**src/kma_ram.sv**
```systemverilog
// generic single write port, single read port ram with registered read
// no dependencies
`timescale 1ns / 1ps

module kma_ram #(
  parameter int WIDTH = 8,
  parameter int DEPTH = 16
) (
  input  logic                     clk,
  input  logic                     we,
  input  logic [$clog2(DEPTH)-1:0] waddr,
  input  logic [WIDTH-1:0]         wdata,
  input  logic [$clog2(DEPTH)-1:0] raddr,
  output logic [WIDTH-1:0]         rdata
);

  logic [WIDTH-1:0] mem [DEPTH];

  // write port and registered read port
  always_ff @(posedge clk) begin
    if (we) begin
      mem[waddr] <= wdata;
    end
    rdata <= mem[raddr];
  end

endmodule

```
**config.mk**
```make
export PLATFORM = sky130hd
export DESIGN_NAME = kma_ram
export DESIGN_NICKNAME = d
export VERILOG_FILES = /design/src/kma_ram.sv
export SDC_FILE = /design/constraint.sdc
export NUM_CORES = 1
export LEC_CHECK = 0
export CELL_PAD_IN_SITES_DETAIL_PLACEMENT = 0
export CELL_PAD_IN_SITES_GLOBAL_PLACEMENT = 1
export CORE_MARGIN = 2
export CORE_UTILIZATION = 45
export DETAILED_ROUTE_END_ITERATION = 6
export DONT_BUFFER_PORTS = 1
export HOLD_SLACK_MARGIN = 0.06
export PLACE_DENSITY = 0.64
export SLEW_MARGIN = 30
export SYNTH_ARGS = -nofsm -noshare
export SYNTH_HDL_FRONTEND = slang
export SYNTH_SLANG_ARGS = --single-unit
```
**constraint.sdc**
```tcl
create_clock -name clk -period 1.4 [get_ports clk]
set_input_delay 0 -clock clk [delete_from_list [all_inputs] [get_ports clk]]
set_output_delay 0 -clock clk [all_outputs]
set_load 0.05 [all_outputs]
```
======== Word level (Yosys, flattened, before mapping) ========
Memories as Yosys holds them, arrays and structs flattened. A register that Yosys moved wholly into a read port is not among the register bits.
Cells that the tools add are included.
cells by class
  muxes and demuxes ....................... 2
operators with widths
  operator  number
  $mux 1    2
word-level totals
  flip-flop bits (word level) ............. 0
  RAM bits ................................ 128
  bits of input ports ..................... 18
  output and inout bits ................... 8
  logic and storage cells ................. 3
  memories ................................ 1
memory list
  memory  depth  width  rd ports  clocked after Yosys merged registers in  wr ports  RTL line  text
  mem     16     8      1         1                                        1         17        logic [WIDTH-1:0] mem [DEPTH];

======== Logic depth before layout (Yosys ltp) ========
Gate-level depths: netlist of run 1.
  depth after elaboration ................. 2
  mapped depth ............................ 5
  depth with buffers taken out ............ 3

======== Worst setup path before layout of run 1 ========
OpenSTA, ideal clock, no wires.
  path type ............................... input port to flip-flop
  from .................................... in waddr[2]
  to ...................................... mem mem[0][0] (enable)
  setup time .............................. 0.383 ns
  arrival time ............................ 1.110 ns
  required time ........................... 1.017 ns
  setup slack ............................. -0.093 ns
  cell stages on the path ................. 2
  path buffers ............................ 0
  path through ............................ or3b_2 -> nor3_1
RTL lines
  what         RTL line  text
  from (decl)  11        input logic [$clog2(DEPTH)-1:0] waddr,
  to (decl)    17
No word-level cell before the write port.

==> results of run 1 <==
state kept, by name, indices dropped and copies added (netlist names):
register / flops
mem: 128
rdata: 8
routing by layer:
layer	part of all wire, %	track usage, %
met2	48	25.8
met5	0	0
met3	4.4	4.81
met1	46	25.2
met4	1.4	6.75
tightest hold or removal path, stage by stage:
cell and delay [ns]:
mux4_2 0.20, a22oi_1 0.06, nand2_1 0.05
cell type report:
class	count	area (µm²)
fill	841	5070
sequential	136	4000
multi-input combinational	83	1080
clock buffer	17	425
timing repair buffer	32	285
clock inverter	15	231
tap	143	179
synth_stat cells:
cell / instances
and2_1: 1
nand3b_1: 2
buf_6: 3
clkdlybuf4s25_2: 3
nor2_1: 13
buf_2: 3
edfxtp_1: 128
or3b_2: 1
nand2_1: 9
nand2b_1: 2
and2b_1: 1
dfxtp_1: 8
buf_4: 1
nor2b_1: 1
nor3_1: 4
nand3_1: 1
a22oi_1: 16
mux4_2: 18
mux4_1: 14
where the power goes:
| part | leakage, µW | switching [µW] | internal (µW) |
|---|---|---|---|
| sequential | 0.00122 | 126 | 4550 |
| combinational | 0.000532 | 192 | 173 |
| clock | 0.000319 | 1590 | 3310 |
worst min-delay path by stage:
stage	startpoint	end	slack, ns	cells past startpoint
after global routing	raddr[0]	rdata[4]$_DFF_P_	-0.04	3
after floorplan	wdata[0]	mem[0][0]$_DFFE_PP_	0.1	0
after CTS	raddr[0]	rdata[4]$_DFF_P_	-0.09	3
final	raddr[0]	rdata[4]$_DFF_P_	-0.06	3
after detailed placement	wdata[3]	mem[0][3]$_DFFE_PP_	0.1	0
after global placement	wdata[2]	mem[0][2]$_DFFE_PP_	0.1	0
per-stage QoR:
step | power, µW | worst slack, ns | hold WS (ns)
after floorplan | 4980 | 0.134 | 0.0989
after global placement | 5020 | 0.00320 | 0.0996
after detailed placement | 5020 | 0.0201 | 0.0997
after CTS | 10000 | 0.0105 | -0.0918
after global routing | 10200 | 0.000950 | -0.0403
final | 9950 | 0.0621 | -0.0637
logic make-up (layout without fill, tap and decap cells):
family | count (synthesis) | in the layout
DFF | 136 | 136
and+or+nand+nor | 35 | 35
muxes | 32 | 32
AOI/OAI and AO/OA | 16 | 16
buffers and inverters | 10 | 64
repair_timing:
action / 4_1_cts / 5_1_grt
buffers inserted: 0 / 0
hold endpoints to repair: 174 / 8
setup endpoints to repair: 0 / 3
resized for setup: 0 / 3
==> results.yml, run 1 <==
synthesis:
  yosysWarningCount: 0
  synth.top_cell.area_share_pct: 74.7
  synth_nets: 247
  synth_largest_area_cell: "edfxtp_1"
  synth_area_mm2: 0.00515
  synth_top_family_by_area: "multiplexers"
  synth_area_leaders: "edfxtp_1, mux4_2, mux4_1, dfxtp_1, a22oi_1"
  synth-compound-area-share_pct: 2.33
  synthMuxAreaShare_pct: 15.0
  syn_area_per_cell_um2: 22.5
  ys_ff_latch: 136
  syn_inst: 229
  synthXorXnorAreaFrac_pct: 0
  synth.distinct_cells: 19
  synth_fa_ha_area_share_pct: 0
  seq_area_frac_synth_pct: 77.8
  synth-simple-area-share_pct: 3.18
global_route:
  overflow: 0
  grt_start_max_net_pins: 33
  track_usage_pct: 17.5
  grt_antenna_before_repair: 0
  grt_first_pass_wirelength_mm: 15.4
  first_global_vias: 2465
setup_path:
  worstSetupEndpoint: "rdata[6]$_DFF_P_"
  worst-path-stages: 3
  rr_endpoint: "rdata[6]$_DFF_P_"
  startpoint: "mem[7][6]$_DFFE_PP_"
  cp-end-kind: "flip-flop"
  startpoint_type: "flip-flop"
  r2r-start: "mem[7][6]$_DFFE_PP_"
  r2r_setup_slack_ns: 0.06
  slowest_stage: "mux4_2"
  cp_num_buf_inv: 0
  critPathKind: "reg2reg"
  required_ns: 1.69
  r2r_cells: 3
  worstPathCellList: "mux4_2, a22oi_1, nand2_1"
  cp_data_arrival_time_ns: 1.63
  max_stage_delay_ns: 0.50
  critPathTopFamily: "multiplexers"
  crit_fanout: 1
cells_and_area:
  final_cell_mix: "edfxtp_1, mux4_2, buf_4"
  fin_nets: 288
  n_antenna_cell: 0
  design_area_mm2: 0.00620
  layout.cells.non_filler: 426
  syn2layout_area_growth_pct: 20.5
  drive_gt1_share_pct: 25.1
  postLayoutCoreUtil_pct: 55.0
  final_common_cell: "edfxtp_1"
placed_design:
  place_congestion: 0.778
  placed_area_mm2: 0.00538
  io_buffers: 0
  hpwl_mm: 6.10
  dpl.cell_count: 380
timing:
  layout_min_cycle_time_ns: 1.34
  fin_skew_ns: 0.00703
  drv_slew: 0
  setup_viol: 0
  finalHoldWorstSlack_ns: -0.0637
  tns_ns: 0
  worst_slew_pin_slew_ns: 0.616
  fmax_mhz: 747
  maxSlewHeadroom_pct: 58.8
  rsz0062_at_grt: "false"
  min_period_over_period_pct: 95.6
  hold_viol_final: 6
min_path:
  hold_class: "in2reg"
drt:
  vias: 2370
  wl_mm: 9.90
  drtAntennaViolNets: 0
  drt-wirelength-per-cell_um: 23.2
  via_per_inst: 5.56
  drcViolationCount: 0
  drt_iter0_drc: 160
  first_pass_iters: 4
die:
  core_mm2: 0.0113
  die-area_mm2: 0.0123
  initial_utilization_pct: 45.7
  die_x_um: 111
  pin_count: 26
  rows: 39
  dieHeight_um: 111
run:
  drv_cap: 0
clock_tree:
  clock_latency_ns: 0.42
  clockBufferDepth: 2
  cts_tree: "done"
  cts_buffers: 17
  cts_sinks: 136
  path_clk_slew_ns: 0.06
  cts_hold_buf: 14
  clock-root-buffer: "clkbuf_16"
  h-tree-depth: 4
power_and_ir_drop:
  total_leakage_power_uw: 0.00208
  powerDensity_mw_per_mm2: 1600
  ir_drop_mv: 0.764
status:
  violations: "negative hold slack"
  outcome: "finished, violations left"
Power figures use the tool's default switching activity.
==> run 2, diff against run 1 <==
--- a/config.mk
+++ b/config.mk
@@ -8,11 +8,11 @@
 export CELL_PAD_IN_SITES_DETAIL_PLACEMENT = 0
 export CELL_PAD_IN_SITES_GLOBAL_PLACEMENT = 1
 export CORE_MARGIN = 2
-export CORE_UTILIZATION = 45
+export CORE_UTILIZATION = 50
 export DETAILED_ROUTE_END_ITERATION = 6
 export DONT_BUFFER_PORTS = 1
 export HOLD_SLACK_MARGIN = 0.06
-export PLACE_DENSITY = 0.64
+export PLACE_DENSITY = 0.7
 export SLEW_MARGIN = 30
 export SYNTH_ARGS = -nofsm -noshare
 export SYNTH_HDL_FRONTEND = slang
==> results.yml, run 2 (synthesis results as in run 1) <==
min_path:
  hold_class: "in2reg"
drt:
  via_per_inst: 5.73
  drt_iter0_drc: 223
  wl_mm: 9.96
  first_pass_iters: 4
  drtAntennaViolNets: 0
  drcViolationCount: 0
  drt-wirelength-per-cell_um: 23.5
  vias: 2428
status:
  violations: "negative hold slack"
  outcome: "finished, violations left"
setup_path:
  max_stage_delay_ns: 0.52
  critPathKind: "reg2reg"
  startpoint_type: "flip-flop"
  slowest_stage: "mux4_1"
  cp_data_arrival_time_ns: 1.76
  r2r_setup_slack_ns: 0.03
  cp-end-kind: "flip-flop"
  worstPathCellList: "mux4_1, a22oi_2, nand2_1"
  required_ns: 1.79
  crit_fanout: 1
clock_tree:
  cts_buffers: 17
  cts_hold_buf: 19
  path_clk_slew_ns: 0.06
  cts_setup_buffers: 0
  clock_latency_ns: 0.51
  cts_tree: "done"
  h-tree-depth: 4
  clock-root-buffer: "clkbuf_8"
  clockBufferDepth: 2
  cts_sinks: 136
die:
  die-area_mm2: 0.0111
  core_mm2: 0.0101
  initial_utilization_pct: 50.8
  die_x_um: 105
  pin_count: 26
  dieHeight_um: 105
  rows: 37
cells_and_area:
  n_antenna_cell: 0
  postLayoutCoreUtil_pct: 60.5
  final_common_cell: "edfxtp_1"
  reg_top3: "mem x128, rdata x8"
  seq_area_mm2: 0.00400
  largest_reg_flops: 128
  fin_nets: 293
  syn2layout_area_growth_pct: 19.2
  layout.cells.non_filler: 424
  multiInputGateArea_mm2: 0.00108
  nFillCells: 723
  drive_gt1_share_pct: 24.0
  final_cell_mix: "edfxtp_1, mux4_2, buf_4"
  regMostFlops: "mem"
timing:
  setup_viol: 0
  worst_slew_pin_slew_ns: 0.589
  maxSlewHeadroom_pct: 60.6
  finalHoldWorstSlack_ns: -0.162
  tns_ns: 0
  drv_slew: 0
  min_period_over_period_pct: 97.8
  rsz0062_at_grt: "false"
  hold_viol_final: 8
  fmax_mhz: 730
  layout_min_cycle_time_ns: 1.37
  fin_skew_ns: 0.00881
placed_design:
  io_buffers: 0
  hpwl_mm: 5.92
  place_congestion: 0.729
  dpl.cell_count: 373
global_route:
  overflow: 0
  grt_first_pass_wirelength_mm: 15.2
  grt_antenna_before_repair: 0
  grt_start_max_net_pins: 33
  first_global_vias: 2563
  track_usage_pct: 19.8
power_and_ir_drop:
  intPower_uw: 7290
  p_comb_share_pct: 4.1
  p_sw_share_pct: 20.2
  p_sw_uw: 1840
  ir_drop_mv: 0.729
  clock_power_share_pct: 44.6
  p_seq_share_pct: 51.3
  powerDensity_mw_per_mm2: 1490
  total_leakage_power_uw: 0.00204
run:
  drv_cap: 0
[run 2: area by class of cell]
class | count | area share, %
clock buffer | 22 | 7.22
multi-input combinational | 83 | 17.6
tap | 136 | 2.77
sequential | 136 | 65.3
clock inverter | 10 | 1.69
timing repair buffer | 37 | 5.51
[run 2: through the flow]
| stage | cell area, µm² | power [µW] | setup WS (ns) |
|---|---|---|---|
| 2_1_floorplan | 5150 | 4980 | 0.134 |
| 3_3_place_gp | 5370 | 5020 | 0.0313 |
| 3_5_place_dp | 5370 | 5020 | -0.0150 |
| 4_1_cts | 6120 | 9200 | 0.0292 |
| 5_1_grt | 6140 | 9390 | 0.00146 |
| 6_report | 6140 | 9130 | 0.0307 |
[run 2: power groups by stage]
stage	Combinational (µW)	Sequential, µW	Clock (µW)
6_report	374	4680	4070
5_1_grt	401	4690	4300
2_1_floorplan	231	4750	0
3_3_place_gp	252	4760	0
3_5_place_dp	255	4770	0
4_1_cts	371	4680	4140
[run 2: what timing repair did]
action | in CTS | in global routing
endpoints found under the hold margin | 264 | 8
resized for setup | 1 | 3
gates cloned | 0 | 0
setup endpoints to repair | 1 | 10
[run 2: final timing paths]
path,startpoint,end,depth (start not counted)
max,mem[1][1]$_DFFE_PP_,rdata[1]$_DFF_P_,3
min,raddr[0],rdata[5]$_DFF_P_,3
max reg2reg,mem[1][1]$_DFFE_PP_,rdata[1]$_DFF_P_,3
min reg2reg,mem[14][5]$_DFFE_PP_,rdata[5]$_DFF_P_,3
[run 2: critical path: cells and delay by family, from the launching register on]
kind,cells,cell delay (ns)
DFF,1,0.35
and+or+nand+nor,1,0.09
muxes,1,0.52
AOI/OAI and AO/OA,1,0.28
[run 2: metal layers]
metal | GRT usage (%) | share of wire (%) | vias up
li1 | - | - | 1070
met1 | 27.4 | 45 | 1262
met2 | 30.6 | 48 | 82
met3 | 5.50 | 5.8 | 14
met4 | 7.24 | 1.3 | 0
met5 | 0 | 0 | -
